File: config.mk
export PLATFORM = sky130hd
export DESIGN_NAME = robot_grid_map_tracker
export DESIGN_NICKNAME = d
export VERILOG_FILES = /design/src/rtl/core/gmt_pkg.sv /design/src/rtl/core/gmt_ram.sv /design/src/rtl/core/gmt_sweep.sv /design/src/rtl/core/robot_grid_map_tracker.sv
export SDC_FILE = /design/constraint.sdc
export NUM_CORES = 1
export LEC_CHECK = 0
export BUFFER_PORTS_ARGS = -buffer_cell sky130_fd_sc_hd__buf_2
export CORE_MARGIN = 5
export CORE_UTILIZATION = 35
export CTS_CLUSTER_SIZE = 20
export DETAILED_ROUTE_END_ITERATION = 16
export PLACE_DENSITY = 0.52
export RECOVER_POWER = 100
export SLEW_MARGIN = 20
export SYNTH_ARGS = -nofsm -noshare
export SYNTH_HDL_FRONTEND = slang
export SYNTH_SLANG_ARGS = --single-unit
File: constraint.sdc
create_clock -name clk -period 7.05 [get_ports clk]
set_clock_uncertainty 0.15 [all_clocks]
set_input_delay 0.3525 -clock clk [delete_from_list [all_inputs] [get_ports clk]]
set_output_delay 0.3525 -clock clk [all_outputs]
set_load 0.1 [all_outputs]
File: src/rtl/core/gmt_pkg.sv
// Shared types and codes for the grid map tracker.
// Used by the sweep engine, the top level and the port checker; no dependencies.
package gmt_pkg;

	// Packed stream widths, padded to whole bytes.
	localparam int IN_W  = 24;
	localparam int OUT_W = 16;

	typedef enum logic [2:0] {
		ACT_RESET   = 3'd0,
		ACT_TURN    = 3'd1,
		ACT_ADVANCE = 3'd2,
		ACT_RECORD  = 3'd3,
		ACT_READ    = 3'd4
	} action_t;

	typedef enum logic [1:0] {
		TURN_RIGHT = 2'd0,
		TURN_LEFT  = 2'd1,
		TURN_ABOUT = 2'd2,
		TURN_HOLD  = 2'd3
	} turn_t;

	typedef enum logic [1:0] {
		HEAD_N = 2'd0,
		HEAD_E = 2'd1,
		HEAD_S = 2'd2,
		HEAD_W = 2'd3
	} heading_t;

	// Scroll direction of the map contents along one axis. SHIFT_TO_LOW moves
	// every line toward index zero and clears the highest line; SHIFT_TO_HIGH
	// moves every line away from zero and clears line zero.
	typedef enum logic [1:0] {
		SHIFT_NONE    = 2'd0,
		SHIFT_TO_LOW  = 2'd1,
		SHIFT_TO_HIGH = 2'd2
	} shift_t;

	typedef enum logic [1:0] {
		ST_IDLE   = 2'd0,
		ST_SWEEP  = 2'd1,
		ST_READ   = 2'd2,
		ST_FINISH = 2'd3
	} state_t;

	// Command from the action sequencer to the sweep engine.
	typedef struct packed {
		logic       clear;
		logic       rec_start;
		logic       rd_start;
		shift_t     shift_x;
		shift_t     shift_y;
		logic [3:0] nbr_en;
	} sweep_cmd_t;

	// Status from the sweep engine.
	typedef struct packed {
		logic done;
		logic driveable;
		logic explored;
	} sweep_sts_t;

endpackage

File: src/rtl/core/gmt_ram.sv
// Generic simple dual-port RAM with one write port and a registered read port.
// No dependencies.
module gmt_ram #(
	parameter int WIDTH = 34,
	parameter int DEPTH = 17
) (
	input  logic                     clk,
	input  logic                     we,
	input  logic [$clog2(DEPTH)-1:0] waddr,
	input  logic [WIDTH-1:0]         wdata,
	input  logic [$clog2(DEPTH)-1:0] raddr,
	output logic [WIDTH-1:0]         rdata
);
	logic [WIDTH-1:0] mem [DEPTH];

	always_ff @(posedge clk) begin
		if (we) begin
			mem[waddr] <= wdata;
		end
		rdata <= mem[raddr];
	end

endmodule

File: src/rtl/core/gmt_sweep.sv
// Plane memory and column sweep engine of the grid map tracker.
// Depends on gmt_pkg and gmt_ram.
module gmt_sweep #(
	parameter int GRID_SIDE = 17
) (
	input  logic                         clk,
	input  logic                         arst_n,
	input  gmt_pkg::sweep_cmd_t          cmd,
	input  logic [$clog2(GRID_SIDE)-1:0] col,
	input  logic [$clog2(GRID_SIDE)-1:0] row,
	input  logic [$clog2(GRID_SIDE)-1:0] rd_col,
	input  logic [$clog2(GRID_SIDE)-1:0] rd_row,
	output gmt_pkg::sweep_sts_t          sts
);
	import gmt_pkg::*;

	localparam int AW = $clog2(GRID_SIDE);
	localparam int W  = 2 * GRID_SIDE;
	localparam logic [AW-1:0] EDGE_HI = AW'(GRID_SIDE - 1);
	localparam logic [AW-1:0] MID_POS = AW'(GRID_SIDE / 2);
	localparam logic [GRID_SIDE-1:0] ONE_MID = GRID_SIDE'(1) << (GRID_SIDE / 2);

	// One memory word per column: driveable rows low, explored rows high.
	logic                 active_q;
	logic [AW-1:0]        cnt_q;
	shift_t               sx_q;
	shift_t               sy_q;
	logic [3:0]           en_q;
	logic [GRID_SIDE-1:0] valid_q;

	logic                 wr_s1;
	logic                 last_s1;
	logic                 rd_s1;
	logic [AW-1:0]        dest_s1;
	logic [AW-1:0]        addr_s1;
	logic                 zero_s1;
	logic                 vbit_s1;
	logic [AW-1:0]        rdrow_s1;

	logic [AW-1:0]        dest_i;
	logic [AW-1:0]        src_i;
	logic                 zero_i;
	logic [AW-1:0]        raddr;
	logic [W-1:0]         rdata;
	logic [W-1:0]         word_s1;
	logic [W-1:0]         wdata;
	logic [GRID_SIDE-1:0] drv_old;
	logic [GRID_SIDE-1:0] exp_old;
	logic [GRID_SIDE-1:0] drv_new;
	logic [GRID_SIDE-1:0] exp_new;
	logic [GRID_SIDE-1:0] drv_mask;
	logic [GRID_SIDE-1:0] exp_mask;
	logic [GRID_SIDE-1:0] row_hot;
	logic [GRID_SIDE-1:0] rd_exp;
	logic [AW:0]          col_wide;
	logic [AW:0]          dest_wide;

	// Walk order keeps every source column unread-before-overwritten: an
	// upward scroll walks from the top column down, the others walk up.
	always_comb begin
		dest_i = (sx_q == SHIFT_TO_HIGH) ? (EDGE_HI - cnt_q) : cnt_q;
		unique case (sx_q)
			SHIFT_TO_LOW: begin
				src_i  = dest_i + AW'(1);
				zero_i = (dest_i == EDGE_HI);
			end
			SHIFT_TO_HIGH: begin
				src_i  = dest_i - AW'(1);
				zero_i = (dest_i == '0);
			end
			default: begin
				src_i  = dest_i;
				zero_i = 1'b0;
			end
		endcase
		raddr = active_q ? src_i : rd_col;
	end

	always_ff @(posedge clk or negedge arst_n) begin
		if (!arst_n) begin
			active_q <= 1'b0;
			cnt_q    <= '0;
			wr_s1    <= 1'b0;
			last_s1  <= 1'b0;
			rd_s1    <= 1'b0;
			valid_q  <= '0;
		end else begin
			if (cmd.rec_start) begin
				active_q <= 1'b1;
				cnt_q    <= '0;
			end else if (active_q) begin
				cnt_q <= cnt_q + AW'(1);
				if (cnt_q == EDGE_HI) begin
					active_q <= 1'b0;
				end
			end
			wr_s1   <= active_q;
			last_s1 <= active_q && (cnt_q == EDGE_HI);
			rd_s1   <= cmd.rd_start;
			if (cmd.clear) begin
				valid_q <= '0;
			end else if (wr_s1) begin
				valid_q[dest_s1] <= 1'b1;
			end
		end
	end

	always_ff @(posedge clk) begin
		if (cmd.rec_start) begin
			sx_q <= cmd.shift_x;
			sy_q <= cmd.shift_y;
			en_q <= cmd.nbr_en;
		end
		dest_s1  <= dest_i;
		addr_s1  <= raddr;
		zero_s1  <= zero_i;
		vbit_s1  <= valid_q[raddr];
		rdrow_s1 <= rd_row;
	end

	gmt_ram #(
		.WIDTH(W),
		.DEPTH(GRID_SIDE)
	) u_ram (
		.clk  (clk),
		.we   (wr_s1),
		.waddr(dest_s1),
		.wdata(wdata),
		.raddr(raddr),
		.rdata(rdata)
	);

	// A column never written since the last map reset reads as its reset value.
	always_comb begin
		if (vbit_s1) begin
			word_s1 = rdata;
		end else if (addr_s1 == MID_POS) begin
			word_s1 = {ONE_MID, ONE_MID};
		end else begin
			word_s1 = '0;
		end
		drv_old = zero_s1 ? '0 : word_s1[GRID_SIDE-1:0];
		exp_old = zero_s1 ? '0 : word_s1[W-1:GRID_SIDE];
		unique case (sy_q)
			SHIFT_TO_LOW: begin
				drv_new = drv_old >> 1;
				exp_new = exp_old >> 1;
			end
			SHIFT_TO_HIGH: begin
				drv_new = drv_old << 1;
				exp_new = exp_old << 1;
			end
			default: begin
				drv_new = drv_old;
				exp_new = exp_old;
			end
		endcase

		// The robot sits off the edges after the scroll, so every neighbour
		// lies inside the grid.
		row_hot   = GRID_SIDE'(1) << row;
		col_wide  = {1'b0, col};
		dest_wide = {1'b0, dest_s1};
		drv_mask  = '0;
		exp_mask  = '0;
		if (dest_s1 == col) begin
			exp_mask = row_hot;
			drv_mask = row_hot;
			if (en_q[HEAD_N]) begin
				drv_mask = drv_mask | (row_hot << 1);
			end
			if (en_q[HEAD_S]) begin
				drv_mask = drv_mask | (row_hot >> 1);
			end
		end
		if (en_q[HEAD_E] && (dest_wide == col_wide + (AW+1)'(1))) begin
			drv_mask = drv_mask | row_hot;
		end
		if (en_q[HEAD_W] && (dest_wide + (AW+1)'(1) == col_wide)) begin
			drv_mask = drv_mask | row_hot;
		end
		wdata  = {exp_new | exp_mask, drv_new | drv_mask};
		rd_exp = word_s1[W-1:GRID_SIDE];
	end

	assign sts.done      = wr_s1 & last_s1;
	assign sts.driveable = rd_s1 & word_s1[rdrow_s1];
	assign sts.explored  = rd_s1 & rd_exp[rdrow_s1];

endmodule

File: src/rtl/core/robot_grid_map_tracker.sv
// Top level of the grid map tracker: action sequencer, robot pose and result register.
// Depends on gmt_pkg and gmt_sweep.

// The block keeps a robot-centred occupancy map of GRID_SIDE by GRID_SIDE cells,
// each holding a driveable and an explored bit, together with the robot's cell
// and heading. Every transfer on the input stream is one action, and each action
// yields exactly one transfer on the output stream carrying the pose after the
// action and, for a read, the two bits of the queried cell. The map lives in one
// memory with a word per column, so a read costs one memory access and a record
// walks every column once, scrolling the map when the robot stands on an edge and
// marking the current cell and, when asked, its wall-free neighbours on the way.
// Reset map, turn, advance, unused action codes and reads outside the grid go
// from the idle state straight to the finish state, where the result waits for the
// output register; a read inside the grid passes through the read state first, and a
// record through the sweep state, where the single write port of the map memory
// writes one column per cycle. One action is in flight at a time; the next input
// transfer is taken as soon as the previous action is done, even while its
// result still waits in the output register. A map reset needs no clearing pass:
// per-column valid flags make unwritten columns read as their reset contents.
module robot_grid_map_tracker #(
	parameter int GRID_SIDE = 17
) (
	input  logic                      clk,
	input  logic                      arst_n,
	input  logic                      s_tvalid,
	output logic                      s_tready,
	// action[2:0], turn_kind[4:3], wall_left[5], wall_front[6], wall_right[7],
	// mark_neighbours[8], query_x[13:9], query_y[18:14], zero[23:19]
	input  logic [gmt_pkg::IN_W-1:0]  s_tdata,
	output logic                      m_tvalid,
	input  logic                      m_tready,
	// pos_x[4:0], pos_y[9:5], heading[11:10], cell_driveable[12],
	// cell_explored[13], zero[15:14]
	output logic [gmt_pkg::OUT_W-1:0] m_tdata
);
	import gmt_pkg::*;

	localparam int AW = $clog2(GRID_SIDE);
	localparam logic [AW-1:0] EDGE_HI = AW'(GRID_SIDE - 1);
	localparam logic [AW-1:0] MID_POS = AW'(GRID_SIDE / 2);

	// Input fields.
	action_t    in_action;
	turn_t      in_turn;
	logic       in_wall_l;
	logic       in_wall_f;
	logic       in_wall_r;
	logic       in_mark;
	logic [4:0] in_qx;
	logic [4:0] in_qy;
	logic       in_range;

	assign in_action = action_t'(s_tdata[2:0]);
	assign in_turn   = turn_t'(s_tdata[4:3]);
	assign in_wall_l = s_tdata[5];
	assign in_wall_f = s_tdata[6];
	assign in_wall_r = s_tdata[7];
	assign in_mark   = s_tdata[8];
	assign in_qx     = s_tdata[13:9];
	assign in_qy     = s_tdata[18:14];
	assign in_range  = ({2'b00, in_qx} < 7'(GRID_SIDE)) && ({2'b00, in_qy} < 7'(GRID_SIDE));

	state_t     state_q;
	state_t     state_d;
	logic [AW-1:0] col_q;
	logic [AW-1:0] col_d;
	logic [AW-1:0] row_q;
	logic [AW-1:0] row_d;
	heading_t   heading_q;
	heading_t   heading_d;
	logic [1:0] cell_bits_q;
	logic [1:0] cell_bits_d;
	logic       out_valid_q;
	logic [OUT_W-1:0] out_data_q;
	logic       out_load;
	sweep_cmd_t cmd;
	sweep_sts_t sts;

	assign s_tready = (state_q == ST_IDLE);
	assign m_tvalid = out_valid_q;
	assign m_tdata  = out_data_q;

	always_comb begin
		state_d     = state_q;
		col_d       = col_q;
		row_d       = row_q;
		heading_d   = heading_q;
		cell_bits_d = cell_bits_q;
		out_load    = 1'b0;
		cmd         = '0;
		unique case (state_q)
			ST_IDLE: begin
				if (s_tvalid) begin
					cell_bits_d = '0;
					state_d     = ST_FINISH;
					unique case (in_action)
						ACT_RESET: begin
							cmd.clear = 1'b1;
							col_d     = MID_POS;
							row_d     = MID_POS;
							heading_d = HEAD_N;
						end
						ACT_TURN: begin
							unique case (in_turn)
								TURN_RIGHT: heading_d = heading_t'(heading_q + 2'd1);
								TURN_LEFT:  heading_d = heading_t'(heading_q - 2'd1);
								TURN_ABOUT: heading_d = heading_t'(heading_q + 2'd2);
								default:    heading_d = heading_q;
							endcase
						end
						ACT_ADVANCE: begin
							// The robot stays put when the step would leave the grid.
							unique case (heading_q)
								HEAD_N: if (row_q != EDGE_HI) row_d = row_q + AW'(1);
								HEAD_E: if (col_q != EDGE_HI) col_d = col_q + AW'(1);
								HEAD_S: if (row_q != '0) row_d = row_q - AW'(1);
								default: if (col_q != '0) col_d = col_q - AW'(1);
							endcase
						end
						ACT_RECORD: begin
							// Scroll one cell away from any edge the robot stands on; the
							// pose moves with the map before the sweep starts.
							if (row_q == EDGE_HI) begin
								cmd.shift_y = SHIFT_TO_LOW;
								row_d       = row_q - AW'(1);
							end else if (row_q == '0) begin
								cmd.shift_y = SHIFT_TO_HIGH;
								row_d       = row_q + AW'(1);
							end
							if (col_q == EDGE_HI) begin
								cmd.shift_x = SHIFT_TO_LOW;
								col_d       = col_q - AW'(1);
							end else if (col_q == '0) begin
								cmd.shift_x = SHIFT_TO_HIGH;
								col_d       = col_q + AW'(1);
							end
							// Neighbour enables by compass direction: left is the heading
							// minus one, right the heading plus one.
							for (int d = 0; d < 4; d++) begin
								cmd.nbr_en[d] = in_mark &&
									((2'(d) == heading_q && !in_wall_f) ||
									 (2'(d) == 2'(heading_q - 2'd1) && !in_wall_l) ||
									 (2'(d) == 2'(heading_q + 2'd1) && !in_wall_r));
							end
							cmd.rec_start = 1'b1;
							state_d       = ST_SWEEP;
						end
						ACT_READ: begin
							if (in_range) begin
								cmd.rd_start = 1'b1;
								state_d      = ST_READ;
							end
						end
						default: begin
							// Unused codes only report the pose.
						end
					endcase
				end
			end
			ST_SWEEP: begin
				if (sts.done) begin
					state_d = ST_FINISH;
				end
			end
			ST_READ: begin
				cell_bits_d = {sts.explored, sts.driveable};
				state_d     = ST_FINISH;
			end
			default: begin
				// Hand the result over once the output register is free.
				if (!out_valid_q || m_tready) begin
					out_load = 1'b1;
					state_d  = ST_IDLE;
				end
			end
		endcase
	end

	always_ff @(posedge clk or negedge arst_n) begin
		if (!arst_n) begin
			state_q     <= ST_IDLE;
			col_q       <= MID_POS;
			row_q       <= MID_POS;
			heading_q   <= HEAD_N;
			cell_bits_q <= '0;
			out_valid_q <= 1'b0;
		end else begin
			state_q     <= state_d;
			col_q       <= col_d;
			row_q       <= row_d;
			heading_q   <= heading_d;
			cell_bits_q <= cell_bits_d;
			if (out_load) begin
				out_valid_q <= 1'b1;
			end else if (m_tready) begin
				out_valid_q <= 1'b0;
			end
		end
	end

	// Positions wider than five bits are reported modulo 32.
	always_ff @(posedge clk) begin
		if (out_load) begin
			out_data_q <= {2'b00, cell_bits_q, heading_q, 5'(row_q), 5'(col_q)};
		end
	end

	gmt_sweep #(
		.GRID_SIDE(GRID_SIDE)
	) u_sweep (
		.clk   (clk),
		.arst_n(arst_n),
		.cmd   (cmd),
		.col   (col_q),
		.row   (row_q),
		.rd_col(AW'(in_qx)),
		.rd_row(AW'(in_qy)),
		.sts   (sts)
	);

endmodule

==> flow_metrics.tcl <==
set metrics [dict create \
    htree_levels 3 \
    slew_headroom -1.33 \
    wl_per_cell_um 22.1 \
    path_class "register to register" \
    drt-vias-per-instance 5.36 \
    hp-class "input pin to register" \
    seq_area_um2 20100 \
    tightestPinTransition_ns 3.49 \
    fmax_ghz 0.205 \
    final_hold_viol_count 0 \
    cp-end-kind "register" \
    setup_slack_ns 2.17 \
    switching_power_mw 5.65 \
    peakVddDrop_v 0.000515 \
    syn_inst 2453 \
    synthFlopType "edfxtp_1" \
    multi_input_area_um2 8760 \
    initial_core_util 0.351 \
    p_leak_nw 11.8 \
    stdcell_count 3676 \
    outcome "complete, but fails checks" \
    start_kind "register" \
    ctsResizeCount 0 \
    dr.pass1.iters 6 \
    avgSynthCellArea_um2 12.1 \
    ios 46 \
    comb_power_share 0.349 \
    final.period_utilization 0.693 \
    p_clk_frac 0.262 \
    post-route-min-period_ns 4.88 \
    clock_path_buffers 3 \
    dp_hpwl_um 43300 \
    violations "capacitance limit, slew limit" \
    synth-seq-cells 694 \
    io_buffer_count 38 \
    die_h_um 301 \
    setup_violations 0 \
    powerDensity_nw_per_um2 445 \
    grt_max_degree 150 \
    area_delta_synth_final_pct 13.2 \
    cellInternalPower_mw 9.32 \
    grt_pass1_vias 19300 \
    clk_pin_slew_ns 0.06 \
    grt_antenna_before_repair 0 \
    rsz0062_at_grt "false" \
    finalNetCount 2537 \
    pre_cts_slack_ns 2.42 \
    die_w_um 301 \
    dieArea_um2 90900 \
    gr-total-overflow 0 \
    drv_slew 633 \
    power.share.sequential 0.389 \
    crit_fanout 26 \
    synth.distinct_cells 77 \
    synth_area_um2 29700 \
    cp.arrival_ns 4.88 \
    synthArstFlopShare 0.0620 \
    clk_latency_ns 0.62 \
    dpl.cell_count 3527 \
    remaining_drc_errors 0 \
    place.gp.congestion 0.844 \
    tns_ns 0 \
    ys_seq_area_frac 0.676 \
    crit_chain "ha_1 > nand2_1 > nor2_1 > clkbuf_1" \
    cts-root-buf "clkbuf_16" \
    cp.required_ns 7.04 \
    coreArea_um2 84700 \
    groute.usage.overall 0.177 \
    wl_um 81400 \
    numClockSinks 694 \
    slowest_stage "clkbuf_1" \
    fill_cells 7983 \
    grt_pass1_wl_um 123000 \
    antenna_cells 0 \
    synth-edff-count 600 \
    cap_violations 22 \
    cp_slowest_stage_delay_ns 2.09 \
    cts_made_buffers 74 \
    drive_above_1_share 0.0695 \
    yosysWarnings 0 \
    drt_iter0_drc 1882 \
    rows 107 \
    switching_share 0.377 \
    vias 19700 \
    postRouteAntennaNets 0 \
    cts_tree "done" \
]
[Yosys cell counts, types with 14 or more instances]
library cell / n / area share
edfxtp_1: 600 / 0.61
nand2_1: 484 / 0.061
nor2_1: 214 / 0.027
nand3_1: 115 / 0.019
clkbuf_1: 105 / 0.013
o21ai_0: 100 / 0.017
a311oi_1: 72 / 0.021
inv_1: 65 / 0.0082
a21oi_1: 58 / 0.0098
dfxtp_1: 51 / 0.034
mux2i_1: 47 / 0.016
and3_1: 45 / 0.0095
a31oi_1: 42 / 0.0088
dfrtp_1: 41 / 0.034
a22oi_1: 38 / 0.0096
buf_2: 37 / 0.0062
ha_1: 37 / 0.016
a32o_1: 35 / 0.012
o21a_1: 20 / 0.0050
a221oi_1: 18 / 0.0053
nor2b_1: 14 / 0.0029
o22ai_1: 14 / 0.0029
[flip-flops by register name, summed over array words and instances, names as in the netlist, 2 cells and up]
signal               cells
cell_bits_q              2
col_q                    5
heading_q                2
m_tdata                 14
row_q                    5
state_q                  2
u_sweep.addr_s1          5
u_sweep.cnt_q            5
u_sweep.dest_s1          5
u_sweep.en_q             4
u_sweep.rdrow_s1         5
u_sweep.sx_q             2
u_sweep.sy_q             2
u_sweep.u_ram.mem      578
u_sweep.u_ram.rdata     34
u_sweep.valid_q         17
[power groups by stage]
stage          combinational (mW)  clock (mW)  sequential, mW
3_3_place_gp                 5.25           0            5.85
3_5_place_dp                 5.36           0            5.86
5_1_grt                      5.77        4.18            5.87
2_1_floorplan                3.59           0            5.80
4_1_cts                      5.38        4.01            5.78
6_report                     5.23        3.92            5.82
[routing by layer]
metal,share of wire,wire (um),vias to the layer above,global-route usage
met2,0.47,38200,584,0.290
met3,0.052,4210,132,0.0241
li1,-,-,9071,-
met5,0,0,-,0
met4,0.025,2050,0,0.0547
met1,0.45,36900,9930,0.245
[stage by stage]
stage | util | hold slack, ns | area (um2) | total power [mW]
after global placement | 0.370 | 0.309 | 31300 | 11.1
after CTS | 0.401 | 0.0493 | 33900 | 15.2
final | 0.397 | 0.0991 | 33700 | 15.0
after global routing | 0.397 | 0.106 | 33700 | 15.8
after floorplan | - | -0.0931 | 29700 | 9.39
after detailed placement | 0.370 | 0.310 | 31300 | 11.2
[worst max-delay path: cells and delay by family (launching register included)]
kind | cells | cell delay, ns
AND/OR/NAND/NOR | 2 | 1.35
flip-flops | 1 | 0.49
buffers and inverters | 1 | 2.09
adder cells (fa/ha/maj) | 1 | 0.28
[path summary, 6_finish.rpt]
check | slack [ns] | endpoint | cells after the start | startpoint
worst min register to register | 0.32 | u_sweep.u_ram.rdata[26]$_DFF_P_ | 1 | u_sweep.u_ram.mem[16][26]$_DFFE_PP_
worst max register to register | 2.17 | u_sweep.u_ram.mem[7][13]$_DFFE_PP_ | 4 | u_sweep.dest_s1[1]$_DFF_P_
worst max-delay path | 2.17 | u_sweep.u_ram.mem[7][13]$_DFFE_PP_ | 4 | u_sweep.dest_s1[1]$_DFF_P_
worst min-delay path | 0.1 | heading_q[0]$_DFFE_PN0P_ | 4 | s_tdata[1]
max in group asynchronous | 4.36 | row_q[1]$_DFFE_PN0P_ | 2 | arst_n
min in group asynchronous | 0.94 | u_sweep.cnt_q[3]$_DFFE_PN0P_ | 2 | arst_n
[kinds of logic after synthesis]
family,count (synthesis),share of synthesized area
AO/OA/AOI/OAI,461,0.109
XOR/XNOR,25,0.00762
adder cells (fa/ha/maj),37,0.0156
buffers and inverters,234,0.0326
flip-flops,694,0.676
multiplexers,63,0.0245
other,1,0.000126
AND/OR/NAND/NOR,938,0.134
[layout by cell type (no fill, tap or decap), types with 51 or more instances in the layout]
cell / n
a21oi_1: 58
a311oi_1: 72
nand3_1: 115
o21ai_0: 107
inv_1: 65
nand2_1: 484
dfxtp_1: 51
clkbuf_1: 81
edfxtp_1: 600
clkbuf_16: 77
nor2_1: 207
[final cells by class]
class / instances / share of cell area
Multi-Input combinational cell: 1526 / 0.260
Tap cell: 1144 / 0.0425
Timing Repair Buffer: 108 / 0.0184
Clock buffer: 103 / 0.0625
Sequential cell: 694 / 0.598
Inverter: 68 / 0.00788
Clock inverter: 33 / 0.0111
[timing repair]
item,CTS,global route
setup buffers,0,0
hold buffers,13,0
endpoints found under the hold margin,53,0
No activity file was read; power rests on OpenSTA's default activity.
